File: config.mk
export PLATFORM = sky130hd
export DESIGN_NAME = hsl_to_rgb_convert
export DESIGN_NICKNAME = d
export VERILOG_FILES = /design/src/hsl2rgb_pkg.sv /design/src/hsl2rgb_front.sv /design/src/hsl2rgb_mix.sv /design/src/hsl2rgb_chan.sv /design/src/hsl_to_rgb_convert.sv
export SDC_FILE = /design/constraint.sdc
export NUM_CORES = 2
export LEC_CHECK = 0
export BUFFER_PORTS_ARGS = -buffer_cell sky130_fd_sc_hd__buf_2
export CORE_MARGIN = 2
export CORE_UTILIZATION = 60
export DETAILED_ROUTE_END_ITERATION = 10
export PLACE_DENSITY = 0.81
export SYNTH_ARGS = -nofsm -noshare
export SYNTH_HDL_FRONTEND = slang
export SYNTH_SLANG_ARGS = --single-unit
File: constraint.sdc
create_clock -name clk_i -period 8.6 [get_ports clk_i]
set_input_delay 0.86 -clock clk_i [delete_from_list [all_inputs] [get_ports clk_i]]
set_output_delay 0.86 -clock clk_i [all_outputs]
set_load 0.005 [all_outputs]
File: src/hsl2rgb_pkg.sv
// Package for the HSL to RGB pixel converter.
// Holds the fixed-point format constants, the stage payload types and the hue ramp function.
// It has no dependencies; every other file in src refers to it by scoped names.
package hsl2rgb_pkg;

  // Format of the pixel fields.
  localparam int HUE_BITS  = 12;
  localparam int FRAC_BITS = 8;

  // Saturation and lightness are Q1.FRAC_BITS, so one extra bit holds 1.0.
  localparam int SL_W = FRAC_BITS + 1;
  // Products of two Q1.F values, scaled by 2^(2F): the largest value is exactly 2^(2F).
  localparam int MS_W = 2 * FRAC_BITS + 1;
  // A position on the hue circle, in units of 1/(3*2^HUE_BITS) turn.
  localparam int X_W = HUE_BITS + 2;
  // The ramp weight runs from 0 to 2^HUE_BITS inclusive.
  localparam int T_W = HUE_BITS + 1;
  // The channel value before the scale by 255: at most m2 * 2^HUE_BITS.
  localparam int ACC_W = MS_W + HUE_BITS;
  // Shift that removes the fraction after the scale by 255.
  localparam int OUT_SHIFT = 2 * FRAC_BITS + HUE_BITS;
  localparam int CH_W = 8;

  // Stream data widths, rounded up to whole bytes.
  localparam int IN_FIELDS_W   = HUE_BITS + 2 * SL_W;
  localparam int IN_TDATA_W    = ((IN_FIELDS_W + 7) / 8) * 8;
  localparam int OUT_FIELDS_W  = 3 * CH_W;
  localparam int OUT_TDATA_W   = ((OUT_FIELDS_W + 7) / 8) * 8;

  // Payload held after the first stage.
  typedef struct packed {
    logic [SL_W-1:0] light;
    logic [SL_W-1:0] sat;
    logic [MS_W-1:0] ls;
    logic [T_W-1:0]  t_r;
    logic [T_W-1:0]  t_g;
    logic [T_W-1:0]  t_b;
  } front_t;

  // Payload held after the second stage.
  typedef struct packed {
    logic [MS_W-1:0] m1s;
    logic [MS_W-1:0] ds;
    logic [T_W-1:0]  t_r;
    logic [T_W-1:0]  t_g;
    logic [T_W-1:0]  t_b;
  } mix_t;

  // Weight of (m2 - m1) for a position x on the hue circle, in units of 1/2^HUE_BITS.
  // Rising edge over the first sixth of a turn, plateau up to half a turn, falling
  // edge up to two thirds of a turn, zero after that.
  function automatic logic [T_W-1:0] ramp_weight(input logic [X_W-1:0] x);
    logic [X_W:0] x2;
    logic [X_W:0] fall;
    logic [T_W-1:0] w;
    x2   = {x, 1'b0};
    fall = (X_W+1)'(4 << HUE_BITS) - x2;
    if (x2 < (X_W+1)'(1 << HUE_BITS)) begin
      w = T_W'(x2);
    end else if (x2 < (X_W+1)'(3 << HUE_BITS)) begin
      w = T_W'(1 << HUE_BITS);
    end else if (x < X_W'(2 << HUE_BITS)) begin
      w = T_W'(fall);
    end else begin
      w = '0;
    end
    return w;
  endfunction

endpackage

File: src/hsl2rgb_front.sv
// First pipeline stage of the HSL to RGB converter: clamps saturation and lightness,
// forms their product and the ramp weights of the three hue positions.
// Depends on hsl2rgb_pkg.
module hsl2rgb_front (
  input  logic                                clk_i,
  input  logic                                en_i,
  input  logic [hsl2rgb_pkg::HUE_BITS-1:0]    hue_i,
  input  logic [hsl2rgb_pkg::SL_W-1:0]        sat_i,
  input  logic [hsl2rgb_pkg::SL_W-1:0]        light_i,
  output hsl2rgb_pkg::front_t                 front_o
);

  localparam logic [hsl2rgb_pkg::SL_W-1:0] One = hsl2rgb_pkg::SL_W'(1 << hsl2rgb_pkg::FRAC_BITS);
  localparam logic [hsl2rgb_pkg::X_W:0] Span = (hsl2rgb_pkg::X_W+1)'(3 << hsl2rgb_pkg::HUE_BITS);
  localparam logic [hsl2rgb_pkg::X_W:0] Third = (hsl2rgb_pkg::X_W+1)'(1 << hsl2rgb_pkg::HUE_BITS);

  logic [hsl2rgb_pkg::SL_W-1:0] sat_c;
  logic [hsl2rgb_pkg::SL_W-1:0] light_c;
  logic [2*hsl2rgb_pkg::SL_W-1:0] prod;
  logic [hsl2rgb_pkg::X_W:0] x_g;
  logic [hsl2rgb_pkg::X_W:0] x_r_raw;
  logic [hsl2rgb_pkg::X_W:0] x_b_raw;
  logic [hsl2rgb_pkg::X_W:0] x_r;
  logic [hsl2rgb_pkg::X_W:0] x_b;
  hsl2rgb_pkg::front_t front_d;
  hsl2rgb_pkg::front_t front_q;

  always_comb begin
    sat_c   = (sat_i > One) ? One : sat_i;
    light_c = (light_i > One) ? One : light_i;
    prod    = sat_c * light_c;

    // Green sits at the hue itself, red one third of a turn ahead, blue two thirds.
    x_g     = ({1'b0, hue_i, 1'b0}) + (hsl2rgb_pkg::X_W+1)'(hue_i);
    x_r_raw = x_g + Third;
    x_b_raw = x_g + {Third[hsl2rgb_pkg::X_W-1:0], 1'b0};
    x_r     = (x_r_raw >= Span) ? x_r_raw - Span : x_r_raw;
    x_b     = (x_b_raw >= Span) ? x_b_raw - Span : x_b_raw;

    front_d.light = light_c;
    front_d.sat   = sat_c;
    front_d.ls    = prod[hsl2rgb_pkg::MS_W-1:0];
    front_d.t_r   = hsl2rgb_pkg::ramp_weight(x_r[hsl2rgb_pkg::X_W-1:0]);
    front_d.t_g   = hsl2rgb_pkg::ramp_weight(x_g[hsl2rgb_pkg::X_W-1:0]);
    front_d.t_b   = hsl2rgb_pkg::ramp_weight(x_b[hsl2rgb_pkg::X_W-1:0]);
  end

  always_ff @(posedge clk_i) begin
    if (en_i) begin
      front_q <= front_d;
    end
  end

  assign front_o = front_q;

endmodule

File: src/hsl2rgb_mix.sv
// Second pipeline stage of the HSL to RGB converter: forms the intermediates m1 and
// m2 - m1 from lightness, saturation and their product.
// Depends on hsl2rgb_pkg.
module hsl2rgb_mix (
  input  logic                 clk_i,
  input  logic                 en_i,
  input  hsl2rgb_pkg::front_t  front_i,
  output hsl2rgb_pkg::mix_t    mix_o
);

  localparam int W = hsl2rgb_pkg::MS_W + 1;
  localparam int F = hsl2rgb_pkg::FRAC_BITS;
  localparam logic [hsl2rgb_pkg::SL_W-1:0] Half = hsl2rgb_pkg::SL_W'(1 << (F - 1));

  logic [W-1:0] l_sc;
  logic [W-1:0] s_sc;
  logic [W-1:0] ls_w;
  logic [W-1:0] m2s;
  logic [W-1:0] m1s;
  logic [W-1:0] ds;
  hsl2rgb_pkg::mix_t mix_d;
  hsl2rgb_pkg::mix_t mix_q;

  always_comb begin
    l_sc = W'({front_i.light, {F{1'b0}}});
    s_sc = W'({front_i.sat, {F{1'b0}}});
    ls_w = W'(front_i.ls);
    if (front_i.light <= Half) begin
      m2s = l_sc + ls_w;
    end else begin
      m2s = l_sc + s_sc - ls_w;
    end
    m1s = {l_sc[W-2:0], 1'b0} - m2s;
    ds  = m2s - m1s;

    mix_d.m1s = m1s[hsl2rgb_pkg::MS_W-1:0];
    mix_d.ds  = ds[hsl2rgb_pkg::MS_W-1:0];
    mix_d.t_r = front_i.t_r;
    mix_d.t_g = front_i.t_g;
    mix_d.t_b = front_i.t_b;
  end

  always_ff @(posedge clk_i) begin
    if (en_i) begin
      mix_q <= mix_d;
    end
  end

  assign mix_o = mix_q;

endmodule

File: src/hsl2rgb_chan.sv
// Third and fourth pipeline stages of the HSL to RGB converter for one channel:
// multiply-add of the ramp, then scale by 255, truncate and saturate.
// Depends on hsl2rgb_pkg.
module hsl2rgb_chan (
  input  logic                               clk_i,
  input  logic                               en_i,
  input  logic [hsl2rgb_pkg::MS_W-1:0]       m1s_i,
  input  logic [hsl2rgb_pkg::MS_W-1:0]       ds_i,
  input  logic [hsl2rgb_pkg::T_W-1:0]        weight_i,
  output logic [hsl2rgb_pkg::CH_W-1:0]       chan_o
);

  localparam int PW = hsl2rgb_pkg::ACC_W + 8;
  localparam int VW = PW - hsl2rgb_pkg::OUT_SHIFT;

  logic [hsl2rgb_pkg::MS_W+hsl2rgb_pkg::T_W-1:0] mul;
  logic [hsl2rgb_pkg::ACC_W-1:0] acc_d;
  logic [hsl2rgb_pkg::ACC_W-1:0] acc_q;
  logic [PW-1:0] scaled;
  logic [VW-1:0] val;
  logic [hsl2rgb_pkg::CH_W-1:0] chan_d;
  logic [hsl2rgb_pkg::CH_W-1:0] chan_q;

  always_comb begin
    mul   = ds_i * weight_i;
    acc_d = hsl2rgb_pkg::ACC_W'({m1s_i, {hsl2rgb_pkg::HUE_BITS{1'b0}}})
          + mul[hsl2rgb_pkg::ACC_W-1:0];
  end

  // Times 255 is times 256 minus one copy.
  always_comb begin
    scaled = {acc_q, 8'h00} - PW'(acc_q);
    val    = scaled[PW-1:hsl2rgb_pkg::OUT_SHIFT];
    if (val > VW'(255)) begin
      chan_d = '1;
    end else begin
      chan_d = val[hsl2rgb_pkg::CH_W-1:0];
    end
  end

  always_ff @(posedge clk_i) begin
    if (en_i) begin
      acc_q  <= acc_d;
      chan_q <= chan_d;
    end
  end

  assign chan_o = chan_q;

endmodule

File: src/hsl_to_rgb_convert.sv
// HSL to RGB pixel converter, top level with stream ports and pipeline control.
// Depends on hsl2rgb_pkg, hsl2rgb_front, hsl2rgb_mix and hsl2rgb_chan.
//
// This block converts one HSL pixel per beat into three RGB bytes. Hue is a 12-bit
// fraction of a full turn (4096 is 360 degrees); saturation and lightness are
// unsigned Q1.8 where 256 is 1.0, and values above 1.0 are clamped. Each channel is
// the standard piecewise hue ramp between m1 and m2, evaluated exactly at hue plus a
// third of a turn (red), hue (green) and hue minus a third of a turn (blue), then
// multiplied by 255, truncated and saturated. Zero saturation falls out of the same
// arithmetic as gray, lightness times 255 truncated. The datapath is a four-stage
// pipeline: clamp and the saturation-lightness product, the m1/m2 intermediates,
// one ramp multiply-add per channel, then the scale by 255. While the pipeline advances,
// a pixel is accepted every clock and each result leaves from the fourth stage, the output
// register. The whole pipeline advances together whenever the output register is
// empty or being taken, so a stall downstream holds every stage and drops nothing,
// and s_axis_tready_o follows m_axis_tready_i within the same cycle while a result
// is waiting.
module hsl_to_rgb_convert (
  input  logic                                 clk_i,
  input  logic                                 rst_ni,
  input  logic                                 s_axis_tvalid_i,
  output logic                                 s_axis_tready_o,
  // Fields from bit 0 up: hue (12), saturation (9), lightness (9), zero fill (2).
  input  logic [hsl2rgb_pkg::IN_TDATA_W-1:0]   s_axis_tdata_i,
  output logic                                 m_axis_tvalid_o,
  input  logic                                 m_axis_tready_i,
  // Fields from bit 0 up: red (8), green (8), blue (8).
  output logic [hsl2rgb_pkg::OUT_TDATA_W-1:0]  m_axis_tdata_o
);

  localparam int H  = hsl2rgb_pkg::HUE_BITS;
  localparam int SW = hsl2rgb_pkg::SL_W;
  localparam int NSTAGE = 4;

  logic                      en;
  logic [NSTAGE-1:0]         vld_q;
  logic [H-1:0]              hue;
  logic [SW-1:0]             sat;
  logic [SW-1:0]             light;
  hsl2rgb_pkg::front_t       front;
  hsl2rgb_pkg::mix_t         mix;
  logic [hsl2rgb_pkg::CH_W-1:0] red;
  logic [hsl2rgb_pkg::CH_W-1:0] green;
  logic [hsl2rgb_pkg::CH_W-1:0] blue;

  // Unpack the input beat.
  assign hue   = s_axis_tdata_i[H-1:0];
  assign sat   = s_axis_tdata_i[H+SW-1:H];
  assign light = s_axis_tdata_i[H+2*SW-1:H+SW];

  // The pipeline moves as one whenever the output register can take a new value.
  assign en = ~vld_q[NSTAGE-1] | m_axis_tready_i;

  always_ff @(posedge clk_i or negedge rst_ni) begin
    if (!rst_ni) begin
      vld_q <= '0;
    end else if (en) begin
      vld_q <= {vld_q[NSTAGE-2:0], s_axis_tvalid_i};
    end
  end

  hsl2rgb_front u_front (
    .clk_i   (clk_i),
    .en_i    (en),
    .hue_i   (hue),
    .sat_i   (sat),
    .light_i (light),
    .front_o (front)
  );

  hsl2rgb_mix u_mix (
    .clk_i   (clk_i),
    .en_i    (en),
    .front_i (front),
    .mix_o   (mix)
  );

  hsl2rgb_chan u_chan_r (
    .clk_i    (clk_i),
    .en_i     (en),
    .m1s_i    (mix.m1s),
    .ds_i     (mix.ds),
    .weight_i (mix.t_r),
    .chan_o   (red)
  );

  hsl2rgb_chan u_chan_g (
    .clk_i    (clk_i),
    .en_i     (en),
    .m1s_i    (mix.m1s),
    .ds_i     (mix.ds),
    .weight_i (mix.t_g),
    .chan_o   (green)
  );

  hsl2rgb_chan u_chan_b (
    .clk_i    (clk_i),
    .en_i     (en),
    .m1s_i    (mix.m1s),
    .ds_i     (mix.ds),
    .weight_i (mix.t_b),
    .chan_o   (blue)
  );

  assign s_axis_tready_o = en;
  assign m_axis_tvalid_o = vld_q[NSTAGE-1];
  assign m_axis_tdata_o  = hsl2rgb_pkg::OUT_TDATA_W'({blue, green, red});

`ifndef SYNTHESIS
  // A waiting result must freeze the input side.
  a_stall_blocks_input: assert property (@(posedge clk_i) disable iff (!rst_ni)
    m_axis_tvalid_o && !m_axis_tready_i |-> !s_axis_tready_o)
    else $error("input accepted while the output register is stalled");

  // With no result waiting, the block must always take a pixel.
  a_ready_when_empty: assert property (@(posedge clk_i) disable iff (!rst_ni)
    !m_axis_tvalid_o |-> s_axis_tready_o)
    else $error("input not ready although the output register is empty");

  // An accepted pixel must occupy the first stage on the next cycle.
  a_accept_enters: assert property (@(posedge clk_i) disable iff (!rst_ni)
    s_axis_tvalid_i && s_axis_tready_o |=> vld_q[0])
    else $error("accepted pixel missing from the first stage");
`endif

endmodule

==> results.sh <==
export IMPL_status="finished clean"
export IMPL_clk_root_buffer_cell="clkbuf_16"
export IMPL_final_min_period_over_clock_period=0.8860
export IMPL_largest_delay_contributor_family_on_the_critical_path="adder cells"
export IMPL_crit_path_frequent_cell="fa_1"
export IMPL_cts_hold_buf=0
export IMPL_timing_critical_path_from="u_mix.mix_o[48]$_DFFE_PP_"
export IMPL_routed_wirelength_um=76540
export IMPL_clock_sinks=249
export IMPL_i_o_pins=62
export IMPL_number_of_cts_inserted_buffers=31
export IMPL_rsz0062_at_grt="false"
export IMPL_placement_io_buffers=59
export IMPL_setup_worst_path_end_class="flop"
export IMPL_ys_types=82
export IMPL_area_delta_synth_final_pct=6.086
export IMPL_post_cts_repair_setup_buffers=0
export IMPL_yosys_top_cells_area="fa_1, edfxtp_1, ha_1"
export IMPL_gr_usage_met3=0.03696
export IMPL_drt_pass1_iter_count=5
export IMPL_worst_r2r_setup_slack_ns=0.98
export IMPL_synthDominantCellAreaShare=0.3051
export IMPL_diodes=0
export IMPL_critPathLaunchType="flop"
export IMPL_cap_violations=0
export IMPL_critical_path_max_fanout=22
export IMPL_finalHoldViolations=0
export IMPL_die_y_um=250.8
export IMPL_dominantRegCellSynth="edfxtp_1"
export IMPL_crit_buf_inv=4
export IMPL_fill_cell_total_of_the_finished_layout=4617
export IMPL_timing_final_ws_setup_ns=0.9801
export IMPL_max_slew_margin=0.3019
export IMPL_timing_critical_path_slowest_cell_delay_ns=1.00
export IMPL_finalNetCount=4854
export IMPL_pin_count_of_the_biggest_net_entering_global_routing=156
export IMPL_hpwlAfterDp_um=60440
export IMPL_routabilityCongestion=0.8880
export IMPL_synth_async_sr_flop_share=0.01606
export IMPL_cts_htree_levels=1
export IMPL_max_freq_ghz=0.1312
export IMPL_drc_errors=0
export IMPL_finalSetupViolCount=0
export IMPL_yosys_warnings=0
export IMPL_tritoncts="built"
export IMPL_drive_gt1_frac=0.04611
export IMPL_timing_critical_path_slowest_stage_cell="edfxtp_1"
export IMPL_vias=26080
export IMPL_syn_avg_cell_area_um2=9.477
export IMPL_drtAntennaViolNets=0
export IMPL_grt_antenna_before_repair=0
export IMPL_use_met1=0.3365
export IMPL_global_route_wire_length_before_repair_um=131000
export IMPL_worstPathRequired_ns=8.94
export IMPL_placedCellCount=4629
export IMPL_groute_layer_met2_usage=0.4241
export IMPL_syn_area_mm2=0.03655
export IMPL_cp_data_arrival_time_ns=7.96
export IMPL_fp_dieArea_mm2=0.06291
export IMPL_vias_in_the_first_global_route=27110
export IMPL_synth_edff_count=245
export IMPL_floorplan_initialDensity=0.6067
export IMPL_post_synthesis_register_bit_count=249
export IMPL_r2r_start="u_mix.mix_o[48]$_DFFE_PP_"
export IMPL_die_width_um=250.8
export IMPL_hold_path_class="input pin to async pin"
export IMPL_total_overflow_reported_by_the_global_router=0
export IMPL_critical_path_class="flop to flop"
export IMPL_busiest_layer="met2"
export IMPL_min_period_ns=7.620
export IMPL_yosysSeqAreaShare=0.2040
export IMPL_worst_setup_hold_path_clk_slew_ns=0.07
export IMPL_clk_insertion_delay_late_ns=0.62
export IMPL_final_common_cell="inv_1"
export IMPL_place_ws_ns=1.119
export IMPL_cts_buffer_depth=3
export IMPL_utilization=0.6437
export IMPL_post_cts_resized=0
export IMPL_crit_chain="buf_4 > nand2_1 > fa_1 > fa_1 > inv_1 > fa_1 > fa_1 > fa_1 > inv_1 > fa_1 > inv_1 > ha_1 > a2111oi_0 > o31ai_1 > nor4b_1 > a211oi_1 > a2111oi_0 > o41ai_1 > a21oi_1 > xnor2_1"
export IMPL_final_cells=4686
export IMPL_r2r_end="u_chan_b.acc_q[28]$_DFFE_PP_"
export IMPL_synth_cells=3857
export IMPL_initial_drt_markers=1731
export IMPL_timing_reg2reg_worst_path_depth=20
export IMPL_coreArea_mm2=0.06025
export IMPL_final_tns_setup_ns=0
export IMPL_netlist_top_cell_by_area="fa_1"
export IMPL_route_detailed_vias_per_inst=5.565
export IMPL_placementRows=90
export IMPL_maxSlewViolCount=0
export IMPL_worst_slew_pin_slew_ns=1.047
export IMPL_grt_use_total=0.2551
export IMPL_route_detailed_wl_per_inst_um=16.33
export IMPL_timing_clock_skew_ns=0.02143
export IMPL_layout_common_cells="inv_1, fa_1, nand2_1"
## Yosys cell counts, types with 5 or more instances
| cell | n |
|---|---|
| a31oi_1 | 13 |
| nor2b_1 | 22 |
| or2_2 | 7 |
| o21a_1 | 18 |
| nor2_1 | 105 |
| o21ai_0 | 59 |
| a21o_1 | 62 |
| edfxtp_1 | 245 |
| nor4_1 | 9 |
| o211ai_1 | 9 |
| inv_1 | 900 |
| a221oi_1 | 5 |
| a21boi_0 | 9 |
| nor3_1 | 36 |
| nand2b_1 | 26 |
| mux2_2 | 7 |
| or3_1 | 16 |
| xor2_1 | 39 |
| a2111oi_0 | 5 |
| fa_1 | 557 |
| nand4_1 | 13 |
| nand2_1 | 531 |
| and2_1 | 199 |
| mux2i_1 | 8 |
| o22ai_1 | 25 |
| a21oi_1 | 117 |
| o31ai_1 | 8 |
| xnor2_1 | 120 |
| clkbuf_1 | 120 |
| a211oi_1 | 21 |
| o21bai_1 | 17 |
| nand3_1 | 33 |
| ha_1 | 381 |
| and3_1 | 17 |
## cell type report
class	instances	area, um^2	share of cell area
Sequential cell	249	7457	0.1923
Tap cell	782	978.4	0.02523
Timing Repair Buffer	86	523.0	0.01349
Multi-Input combinational cell	2607	25340	0.6534
Clock inverter	25	305.3	0.007873
Clock buffer	32	779.5	0.02010
Inverter	905	3397	0.08760
## stage by stage
stage	hold WS, ns	cell area (um^2)
after floorplan	0.4003	36670
after global placement	0.4005	37690
after detailed placement	0.4045	37690
after CTS	0.01643	38780
after global routing	0.04175	38780
final	0.03913	38780
## kinds of logic after synthesis
group | after synthesis | share of synthesized area
buffers and inverters | 1032 | 0.1062
adders and majority gates | 938 | 0.4355
DFF | 249 | 0.2040
AOI/OAI and AO/OA | 422 | 0.07685
xor gates and xnor gates | 160 | 0.03854
other | 2 | 0.0002055
muxes | 16 | 0.004758
and+or+nand+nor | 1038 | 0.1339
## per-layer routing
| layer | wire [um] | vias to the layer above |
|---|---|---|
| li1 | - | 12060 |
| met1 | 31240 | 12960 |
| met2 | 36320 | 872 |
| met3 | 5349 | 193 |
| met4 | 3627 | 0 |
| met5 | 0 | - |
## worst max-delay path by stage
stage,end,slack [ns],cells after the start
final,u_chan_b.acc_q[28]$_DFFE_PP_,0.98,20
after CTS,u_chan_b.acc_q[28]$_DFFE_PP_,1.08,20
after detailed placement,u_chan_b.acc_q[28]$_DFFE_PP_,1.12,20
after global routing,u_chan_b.acc_q[28]$_DFFE_PP_,0.58,20
after floorplan,vld_q[0]$_DFFE_PN0P_,0.74,2
after global placement,u_chan_b.acc_q[28]$_DFFE_PP_,1.23,20
## sequential cells by signal, indices dropped and copies added (netlist names)
name and flops:
u_mix.mix_o 69, u_chan_b.acc_q 27, u_front.front_o 71, vld_q 4, u_chan_r.acc_q 27, u_chan_g.chan_o 8, u_chan_b.chan_o 8, u_chan_g.acc_q 27
u_chan_r.chan_o 8
Power is not shown: default switching activity piles up to over one toggle a cycle in this logic, so the estimate is an artifact.
